--- config.mk ---
export PLATFORM = sky130hd
export DESIGN_NAME = signed_int_to_decimal_ascii_core
export DESIGN_NICKNAME = d
export VERILOG_FILES = /design/src/rtl/sitoa_pkg.sv /design/src/rtl/sitoa_dd_step.sv /design/src/rtl/signed_int_to_decimal_ascii_core.sv
export VERILOG_INCLUDE_DIRS = /design/src /design/src/rtl
export SDC_FILE = /design/constraint.sdc
export NUM_CORES = 1
export LEC_CHECK = 0
export BUFFER_PORTS_ARGS = -buffer_cell sky130_fd_sc_hd__buf_2
export CELL_PAD_IN_SITES_DETAIL_PLACEMENT = 0
export CELL_PAD_IN_SITES_GLOBAL_PLACEMENT = 1
export CORE_ASPECT_RATIO = 0.75
export CORE_UTILIZATION = 51
export DETAILED_ROUTE_END_ITERATION = 8
export PLACE_DENSITY = 0.89
export SLEW_MARGIN = 20
export SYNTH_ARGS = -nofsm -noshare
export SYNTH_HDL_FRONTEND = slang
export SYNTH_SLANG_ARGS = --single-unit
--- constraint.sdc ---
create_clock -name i_clk -period 14.75 [get_ports i_clk]
set_input_delay 2.95 -clock i_clk [delete_from_list [all_inputs] [get_ports i_clk]]
set_output_delay 2.95 -clock i_clk [all_outputs]
set_load 0.05 [all_outputs]
--- src/rtl/signed_int_to_decimal_ascii_core_macros.svh ---
// Assertion macros shared by the signed integer to decimal text RTL.
// No dependencies; define ASSERT_OFF to compile the checks away.
`ifndef SIGNED_INT_TO_DECIMAL_ASCII_CORE_MACROS_SVH
`define SIGNED_INT_TO_DECIMAL_ASCII_CORE_MACROS_SVH

`ifndef ASSERT_OFF
// Antecedent implies consequent in the same cycle
`define SITOA_ASSERT_IMP(label, clk, rst_n, ante, cons) \
    label: assert property (@(posedge clk) disable iff (!rst_n) (ante) |-> (cons)) \
        else $error("sitoa: same-cycle check failed");
// Antecedent implies consequent in the next cycle
`define SITOA_ASSERT_NXT(label, clk, rst_n, ante, cons) \
    label: assert property (@(posedge clk) disable iff (!rst_n) (ante) |=> (cons)) \
        else $error("sitoa: next-cycle check failed");
`else
`define SITOA_ASSERT_IMP(label, clk, rst_n, ante, cons)
`define SITOA_ASSERT_NXT(label, clk, rst_n, ante, cons)
`endif

`endif

--- src/rtl/sitoa_pkg.sv ---
// Shared widths, character codes and a helper function for the
// signed integer to decimal text core. No dependencies.
`default_nettype none

package sitoa_pkg;

    localparam int unsigned DATA_W  = 32;
    localparam int unsigned DIG_CNT = 10;
    localparam int unsigned BCD_W   = DIG_CNT * 4;
    localparam int unsigned CODE_W  = 6;
    localparam int unsigned CNT_W   = 5;

    localparam logic [CODE_W-1:0] CHAR_MINUS = 6'd45;
    localparam logic [CODE_W-1:0] CHAR_ZERO  = 6'd48;

    // Counter start values: one step per input bit, one per BCD digit
    localparam logic [CNT_W-1:0] LAST_BIT = CNT_W'(DATA_W - 1);
    localparam logic [CNT_W-1:0] LAST_DIG = CNT_W'(DIG_CNT - 1);

    // Correct one BCD digit ahead of a left shift
    function automatic logic [3:0] add3(input logic [3:0] d);
        return (d >= 4'd5) ? (d + 4'd3) : d;
    endfunction

endpackage

`default_nettype wire

--- src/rtl/sitoa_dd_step.sv ---
// One shift-and-add-3 step of binary to BCD conversion.
// Depends on sitoa_pkg.
`default_nettype none

module sitoa_dd_step (
    input  wire logic [sitoa_pkg::BCD_W-1:0]  i_bcd,
    input  wire logic [sitoa_pkg::DATA_W-1:0] i_bin,
    output logic      [sitoa_pkg::BCD_W-1:0]  o_bcd,
    output logic      [sitoa_pkg::DATA_W-1:0] o_bin
);

    logic [sitoa_pkg::BCD_W-1:0] adj;

    // Correct every digit, then shift the next binary bit into the BCD word
    always_comb begin
        for (int k = 0; k < sitoa_pkg::DIG_CNT; k++) begin
            adj[4*k +: 4] = sitoa_pkg::add3(i_bcd[4*k +: 4]);
        end
        {o_bcd, o_bin} = {adj[sitoa_pkg::BCD_W-2:0], i_bin, 1'b0};
    end

endmodule

`default_nettype wire

--- src/rtl/signed_int_to_decimal_ascii_core.sv ---
// Signed 32-bit integer to decimal ASCII text. Each accepted value produces
// 1 to 11 character beats, most significant first: a leading '-' for negative
// values, then the digits with leading zeros dropped; the final beat has o_last
// set. The core takes one value at a time and holds o_stall high until its last
// character has been loaded into the output register. Each value is accepted,
// run through the shared shift-and-add-3 unit one step per input bit, stripped
// of leading zeros, then handed to the output at one character per cycle while
// the output side is not stalled.
// Depends on sitoa_pkg, sitoa_dd_step and the macro header.
`default_nettype none

`include "signed_int_to_decimal_ascii_core_macros.svh"

module signed_int_to_decimal_ascii_core (
    input  wire logic                                  i_clk,
    input  wire logic                                  i_rst_n,
    // input channel
    input  wire logic                                  i_valid,
    output logic                                       o_stall,
    input  wire logic signed [sitoa_pkg::DATA_W-1:0]   i_value,
    // output channel
    output logic                                       o_valid,
    input  wire logic                                  i_stall,
    output logic             [sitoa_pkg::CODE_W-1:0]   o_char_code,
    output logic                                       o_last
);

    typedef enum logic [2:0] {
        ST_IDLE,
        ST_CONV,
        ST_SKIP,
        ST_SIGN,
        ST_EMIT
    } t_state;

    t_state                          r_state,  n_state;
    logic [sitoa_pkg::DATA_W-1:0]    r_bin,    n_bin;
    logic [sitoa_pkg::BCD_W-1:0]     r_bcd,    n_bcd;
    logic [sitoa_pkg::CNT_W-1:0]     r_cnt,    n_cnt;
    logic                            r_neg,    n_neg;
    logic                            r_valid,  n_valid;
    logic [sitoa_pkg::CODE_W-1:0]    r_char,   n_char;
    logic                            r_last,   n_last;

    logic [sitoa_pkg::BCD_W-1:0]     step_bcd;
    logic [sitoa_pkg::DATA_W-1:0]    step_bin;
    logic [3:0]                      top_dig;
    logic                            out_free;

    sitoa_dd_step u_step (
        .i_bcd (r_bcd),
        .i_bin (r_bin),
        .o_bcd (step_bcd),
        .o_bin (step_bin)
    );

    assign top_dig  = r_bcd[sitoa_pkg::BCD_W-1 -: 4];
    assign out_free = !r_valid || !i_stall;

    // Sequence conversion, leading-zero drop and character output
    always_comb begin
        n_state = r_state;
        n_bin   = r_bin;
        n_bcd   = r_bcd;
        n_cnt   = r_cnt;
        n_neg   = r_neg;
        n_valid = r_valid;
        n_char  = r_char;
        n_last  = r_last;

        // drop the output beat once it is taken
        if (r_valid && !i_stall) begin
            n_valid = 1'b0;
        end

        unique case (r_state)
            ST_IDLE: begin
                if (i_valid) begin
                    n_neg   = i_value[sitoa_pkg::DATA_W-1];
                    n_bin   = i_value[sitoa_pkg::DATA_W-1] ? (~i_value + 1'b1) : i_value;
                    n_bcd   = '0;
                    n_cnt   = sitoa_pkg::LAST_BIT;
                    n_state = ST_CONV;
                end
            end
            ST_CONV: begin
                n_bcd = step_bcd;
                n_bin = step_bin;
                if (r_cnt == '0) begin
                    n_cnt   = sitoa_pkg::LAST_DIG;
                    n_state = ST_SKIP;
                end else begin
                    n_cnt = r_cnt - 1'b1;
                end
            end
            ST_SKIP: begin
                if (top_dig == 4'd0 && r_cnt != '0) begin
                    n_bcd = {r_bcd[sitoa_pkg::BCD_W-5:0], 4'd0};
                    n_cnt = r_cnt - 1'b1;
                end else begin
                    n_state = r_neg ? ST_SIGN : ST_EMIT;
                end
            end
            ST_SIGN: begin
                if (out_free) begin
                    n_valid = 1'b1;
                    n_char  = sitoa_pkg::CHAR_MINUS;
                    n_last  = 1'b0;
                    n_state = ST_EMIT;
                end
            end
            ST_EMIT: begin
                if (out_free) begin
                    n_valid = 1'b1;
                    n_char  = sitoa_pkg::CHAR_ZERO + {2'b00, top_dig};
                    n_last  = (r_cnt == '0);
                    n_bcd   = {r_bcd[sitoa_pkg::BCD_W-5:0], 4'd0};
                    if (r_cnt == '0) begin
                        n_state = ST_IDLE;
                    end else begin
                        n_cnt = r_cnt - 1'b1;
                    end
                end
            end
            default: begin
                n_state = ST_IDLE;
            end
        endcase
    end

    // Hold state and the output register
    always_ff @(posedge i_clk) begin
        if (!i_rst_n) begin
            r_state <= ST_IDLE;
            r_valid <= 1'b0;
        end else begin
            r_state <= n_state;
            r_valid <= n_valid;
        end
        r_bin  <= n_bin;
        r_bcd  <= n_bcd;
        r_cnt  <= n_cnt;
        r_neg  <= n_neg;
        r_char <= n_char;
        r_last <= n_last;
    end

    assign o_stall     = (r_state != ST_IDLE);
    assign o_valid     = r_valid;
    assign o_char_code = r_char;
    assign o_last      = r_last;

    // Checks
    `SITOA_ASSERT_NXT(a_accept_starts_conv, i_clk, i_rst_n,
        i_valid && !o_stall,
        (r_state == ST_CONV) && (r_cnt == sitoa_pkg::LAST_BIT))
    `SITOA_ASSERT_IMP(a_char_in_range, i_clk, i_rst_n,
        o_valid,
        (o_char_code == sitoa_pkg::CHAR_MINUS) ||
        ((o_char_code >= sitoa_pkg::CHAR_ZERO) &&
         (o_char_code <= sitoa_pkg::CHAR_ZERO + 6'd9)))
    `SITOA_ASSERT_IMP(a_minus_not_last, i_clk, i_rst_n,
        o_valid && (o_char_code == sitoa_pkg::CHAR_MINUS),
        !o_last)

endmodule

`default_nettype wire
; After elaboration in Yosys (flattened, before gate mapping)
; Cells that the tools add are included.
[totals]
in_bits = 36
wordCells = 104
regBits = 89
output_inout_bits = 9
[classes]
order_cmp = 10
bitwise_logic = 1
n_reduce_logical = 20
addsub = 13
n_eq_ne = 12
n_mux = 40
[ops]
columns = cell, count
row1 = 40-bit case mux with 4 select lines, 1
row2 = 40-bit two-way mux, 3
row3 = 32-bit two-way mux, 2
row4 = 32-bit case mux with 2 select lines, 1
row5 = "4-bit by 3-bit greater-or-equal comparator with 1-bit output, second input constant", 10
row6 = "4-bit by 2-bit adder with 4-bit output, second input constant", 9
row7 = 4-bit two-way mux, 9
row8 = "32-bit by 1-bit adder with 32-bit output, second input constant", 1
row9 = 32-bit inverter, 1
row10 = 5-bit two-way mux, 5
row11 = 3-bit two-way mux, 8
row12 = 5-bit case mux with 4 select lines, 1
row13 = "2-bit inequality test, second input constant", 8
row14 = 3-bit case mux with 5 select lines, 1
row15 = 6-bit two-way mux, 2
row16 = 6-bit case mux with 2 select lines, 1
row17 = "5-bit by 5-bit adder with 6-bit output, first input constant", 1
row18 = "3-bit by 2-bit == test with 1-bit output, second input constant", 2
row19 = 6-bit AND reduction, 1
row20 = 5-bit logical NOT, 1
row21 = 1-bit two-way mux, 5
row22 = 5-bit AND reduction, 1
row23 = 5-bit nonzero test, 1
row24 = "5-bit by 1-bit subtractor with 5-bit output, second input constant", 1
row25 = 16 further kinds, 20

; Depth between registers and ports, before layout
[depth]
ltp_word = 5
depth_mapped = 8
mapped_depth_nobuf = 7

; Cells and area by module
; From an unflattened synthesis, not the netlist that was laid out.
[hier_totals]
cells_unflattened = 562
hier_area_um2 = 5601.6
[by_module_without_submodules]
columns = module, area_each_um2, n_inst, seq_area_each_um2, cells_per_inst
row1 = signed_int_to_decimal_ascii_core, 4356.7, 1, 2602.5, 372
row2 = sitoa_dd_step, 1244.9, 1, 0.0, 190

; Worst setup path after synthesis
; Ideal clock, no wire load.
[synth_path]
path_type = in2reg
start = input port i_valid
end = register r_cnt[0] in the netlist's numbering, enable pin
required_time_ns = 14.375
path_slack_ns = 8.622
path_buffers = 0
setup_ns = 0.375
cell_stages = 5
arrival_ns = 5.753
cell_sequence = inv_1 -> a21oi_1 -> a31oi_1 -> o32ai_1 -> a21boi_0
[synth_via]
elab_chain_cells = 2
[synth_rtl]
columns = item, line
row1 = "start, declared", signed_int_to_decimal_ascii_core.sv:18  ; input wire logic i_valid,
row2 = 2-bit inequality test (no line), --
row3 = 5-bit AND reduction (no line), --
row4 = "end signal, assigned", signed_int_to_decimal_ascii_core.sv:142  ; r_cnt <= n_cnt;
row5 = "end, declared", signed_int_to_decimal_ascii_core.sv:39  ; logic [sitoa_pkg::CNT_W-1:0] r_cnt, n_cnt;
; Every way passes these cells.
; A chain may end at the register's enable or synchronous reset.

; Final worst setup path
[layout_path]
start = input port i_value[0] in the netlist's numbering
end = register r_bin[28] in the netlist's numbering (data pin)
[layout_via]
elab_chain_cells = 5
[layout_rtl]
columns = item, line
row1 = "start, declared", signed_int_to_decimal_ascii_core.sv:20  ; input wire logic signed [sitoa_pkg::DATA_W-1:0] i_value,
row2 = 32-bit inverter, signed_int_to_decimal_ascii_core.sv:80  ; n_bin = i_value[sitoa_pkg::DATA_W-1] ? (~i_value + 1'b1) : i_value;
row3 = 32-bit by 1-bit adder with 32-bit output, signed_int_to_decimal_ascii_core.sv:80
row4 = 32-bit two-way mux, signed_int_to_decimal_ascii_core.sv:80
row5 = 32-bit two-way mux, signed_int_to_decimal_ascii_core.sv:78  ; if (i_valid) begin
row6 = 32-bit case mux with 2 select lines, signed_int_to_decimal_ascii_core.sv:76  ; unique case (r_state)
row7 = net n_bin (one bit), signed_int_to_decimal_ascii_core.sv:37  ; logic [sitoa_pkg::DATA_W-1:0] r_bin, n_bin;
row8 = "end signal, assigned", signed_int_to_decimal_ascii_core.sv:140  ; r_bin <= n_bin;
row9 = "end, declared", signed_int_to_decimal_ascii_core.sv:37
; The timed path passes the listed nets, and every way through them passes these cells. The select of a mux whose other input is x is not followed.

==> reports/results.txt <==
After synthesis, the share of cell area in mux cells is 0.1852%. Post-CTS timing repair inserted 0 buffers for setup. The internal power of the cells totals 0.7364 mW.

After Yosys synthesis, and, or, nand and nor cells account for 17.80% of the synthesized area. The run gives 899 as the fill cell instance count of the final layout. Power spread over the standard cell area amounts to 203.2 mW/mm^2. The post-route netlist has 12.73% of its cells at a drive strength greater than 1.

The maximum number of pins on one net before global-route repair was 70; the width of the die was 120.9 microns. For the largest voltage drop on the vdd net, the log shows 0.1018 mV. After clock tree synthesis, the clock-pin slew on the worst setup and hold paths is 0.06 ns. Along the worst path, the maximum fanout reaches 8. The instance count of the mapped netlist was 558; the maximum clock insertion buffer count was 2. The final routed wirelength across all metal layers is 10,930 microns, and the largest incremental delay on the critical path is 0.52 ns. Using the TritonRoute via totals, the vias-per-cell ratio works out to 5.694.

The relative contribution of the clock network to total power was 17.0%. The final RePlAce weighted congestion came out at 0.8446. After the last flow step, the layout net total stands at 652.

The final critical path time including I/O delays and setup is 4.767 ns. For this run the aggregate overflow at the end of global routing stands at 0. The total global routing track utilization is 21.29%. The worst setup path is launched from an input port. The first global-routing pass estimated 18,650 microns of wire.

Derived from the worst setup path, the maximum achievable clock frequency is 209.8 MHz. The type of the worst setup path was in -> reg. The transition time at the pin with the least slew margin is 1.050 ns. The slowest stage of the critical path is the sky130_fd_sc_hd__or4_1 cell. The run gives 51 as the number of different library cells in the post-synthesis netlist. The number of global-route vias before repair was 4,000. The most common cell after layout, fill and taps aside is sky130_fd_sc_hd__edfxtp_1.

Data required time at the worst endpoint: 14.96 ns. After Yosys synthesis, full adders, half adders and majority gates account for 5.556% of the synthesized area. The cell area that synthesis handed to floorplanning was 0.005405 sq mm. The post-synthesis average cell area came out at 9.687 sq um. The area growth from synthesis to layout is 11.62%. Summing the areas of all compound-gate instances in the mapped netlist gives 17.96% of the synthesized area. Largest family of logic cells by synthesized area: compound AO/OA/AOI/OAI gates. Sequential power share: 43.7%. Of all flip-flops after synthesis, the portion carrying an async set or reset was 0%. When the netlist entered floorplanning its net count stood at 618. After detailed routing, the average wire length per cell comes to 14.91 microns. The number of antenna violations at the first check in global routing came out at 0. The run gives 1.226 mW as the total design power. Buffers inserted during clock tree synthesis total 9. The finished cells cover 0.006033 sq mm.

The worst hold path passes through 2 cells. Clock latency on the worst-skew pair, taken at its later pin, is 0.34 ns. For the worst setup path, the data arrival time is 4.98 ns. The tools report the number of gates resized after CTS as 0. Setup repair after global routing left no endpoint under its margin. The analysis attributes to cell leakage a power of 2.162 nW. For this run, the leading register cell type out of synthesis is sky130_fd_sc_hd__edfxtp_1.

For the count of synthesis-stage warnings from yosys, the log shows 0. Once the floorplan was initialized, standard cells occupied 52.53% of the core. For this run, design rule violations remaining after detail routing come to 0.

Before antenna repair, the detailed router went through 5 iterations. The critical path goes through buf_2 > inv_1 > ha_1 > nor3b_1 > nand4_1 > or3_1 > or4_1 > nand3_1. The port buffer count works out to 43.

After routing, the total negative slack on setup checks comes to 0 ns. Per report_power, the combinational group accounts for 39.3% of the total. The count of nets left with antenna violations once routing finished came out at 0.

The clock net sink count came out at 88. In this run the tightest slew margin relative to its limit is 29.61%. STA classifies the critical path endpoint as a register. After clock tree synthesis, the flow added hold-fix buffers numbering 0.

The die height works out to 91.16 microns. The share of total power consumed by net switching is 39.94%, and the max-capacitance violation count is 0. The die covers 0.01102 sq mm. The run gives 4,174 as the total number of vias.

The clock root buffer was sky130_fd_sc_hd__clkbuf_16. The worst path uses 32.32% of the clock period. In this run the count of I/O pins placed on the die edge is 45. Cell depth of the worst flop-to-flop path: 5. The run finished with clean final reports.

In this run the power spent charging and discharging nets is 0.4896 mW. Number of hold violations in the final report: 0. Summed over all nets, the half-perimeter wirelength after detailed placement is 7372 microns.

The xor and xnor fraction of the mapped netlist area was 6.644%. The top cell types in the final layout, fill and taps aside, are sky130_fd_sc_hd__edfxtp_1 (84), sky130_fd_sc_hd__nand2_1 (69), sky130_fd_sc_hd__o21ai_0 (68). TritonCTS built the clock tree. CTS built an H-tree with a depth of 3. Number of max-slew violations in the final report: 0. Setup violations remaining at the end of the flow were counted as 0.

The logs give 32 for the total number of placement rows and 0 for the count of antenna diodes in the layout. The worst clock skew was 0.01021 ns. Counting flops and latches in the post-synthesis netlist gives 88. Summing all placed instances gives a cell area of 0.005761 sq mm. Of the synthesized area, sequential elements account for 48.15%.

After the first detailed-routing iteration, the DRC count stood at 177. The synthesized design contains 84 enable-type register cells. Area of the core: 0.01029 sq mm. The worst min-delay path class was reg -> reg.
[per-layer routing]
| layer | part of all wire, % | GRT usage, % | vias up |
|---|---|---|---|
| met4 | 0.91 | 5.453 | 0 |
| li1 | - | - | 2097 |
| met3 | 3.6 | 4.397 | 8 |
| met5 | 0 | 0 | - |
| met1 | 51 | 29.98 | 2002 |
| met2 | 45 | 33.43 | 67 |
[registers in the layout, summed over array words and instances (netlist names)]
name / cells
o_last: 1
r_neg: 1
r_state: 3
o_valid: 1
r_bcd: 40
r_cnt: 5
r_bin: 32
o_char_code: 5
[logic make-up (layout without fill, tap and decap cells)]
group	after synthesis	count (layout)
adders and majority gates	24	24
and+or+nand+nor	186	186
other	1	1
xor gates and xnor gates	41	41
buffers and inverters	51	90
AOI/OAI and AO/OA	166	166
muxes	1	1
DFF	88	88
[cell type report]
type	count	area, sq um	share of cell area (%)
clock inverters	6	43.79	0.7258
flip-flops and latches	88	2603	43.14
well taps	136	170.2	2.820
multi-input cells	419	2638	43.72
inverters	26	97.59	1.618
repair buffers	48	252.7	4.189
clock buffers	10	229.0	3.795
[critical path, delay by kind of cell]
| family | cells | cell delay [ns] |
|---|---|---|
| adder cells (fa/ha/maj) | 1 | 0.19 |
| buffers and inverters | 2 | 0.20 |
| AND/OR/NAND/NOR | 5 | 1.63 |
[final timing paths]
check                           startpoint         to  slack [ns]
worst min-delay path              r_bin[7]   r_bin[8]        0.53
worst max-delay path            i_value[0]  r_bin[28]        9.98
worst min register to register    r_bin[7]   r_bin[8]        0.53
worst max register to register  r_state[1]   r_cnt[1]       11.75
[synthesized netlist by cell type, drive strengths merged (3+ instances only)]
library cell | number | area share, %
a21oi | 50 | 4.6
a22o | 4 | 0.65
clkbuf | 23 | 1.6
dfxtp | 4 | 1.5
edfxtp | 84 | 47
ha | 24 | 5.6
inv | 26 | 1.8
nand2 | 69 | 4.8
nand2b | 15 | 1.9
nand3 | 5 | 0.46
nor2 | 37 | 2.6
nor2b | 6 | 0.69
nor3 | 6 | 0.56
nor3b | 18 | 2.5
nor4 | 4 | 0.86
nor4b | 3 | 0.49
o211ai | 3 | 0.42
o21ai | 69 | 6.4
o31ai | 18 | 2.5
o41ai | 9 | 1.5
or2 | 3 | 0.35
or3 | 9 | 1.1
or4 | 4 | 0.62
xnor2 | 13 | 2.1
xor2 | 28 | 4.5
[metrics by stage]
stage          cells  utilization (%)  worst slack, ns  hold WS, ns
6_report         733            58.63            9.983       0.5253
5_1_grt          733            58.63            9.859       0.5533
4_1_cts          733            58.63            10.03       0.5319
3_5_place_dp     717            55.98            9.663       0.5172
3_3_place_gp     717            55.98            9.750       0.5065
2_1_floorplan    558                -            8.622       0.4889
[power by group through the flow]
stage	registers (mW)	clock network, mW	logic [mW]
after floorplan	0.522	0	0.371
after global placement	0.533	0	0.464
after detailed placement	0.537	0	0.482
after CTS	0.535	0.213	0.485
after global routing	0.553	0.221	0.553
final	0.536	0.208	0.481
(Power assumes the default switching activity.)
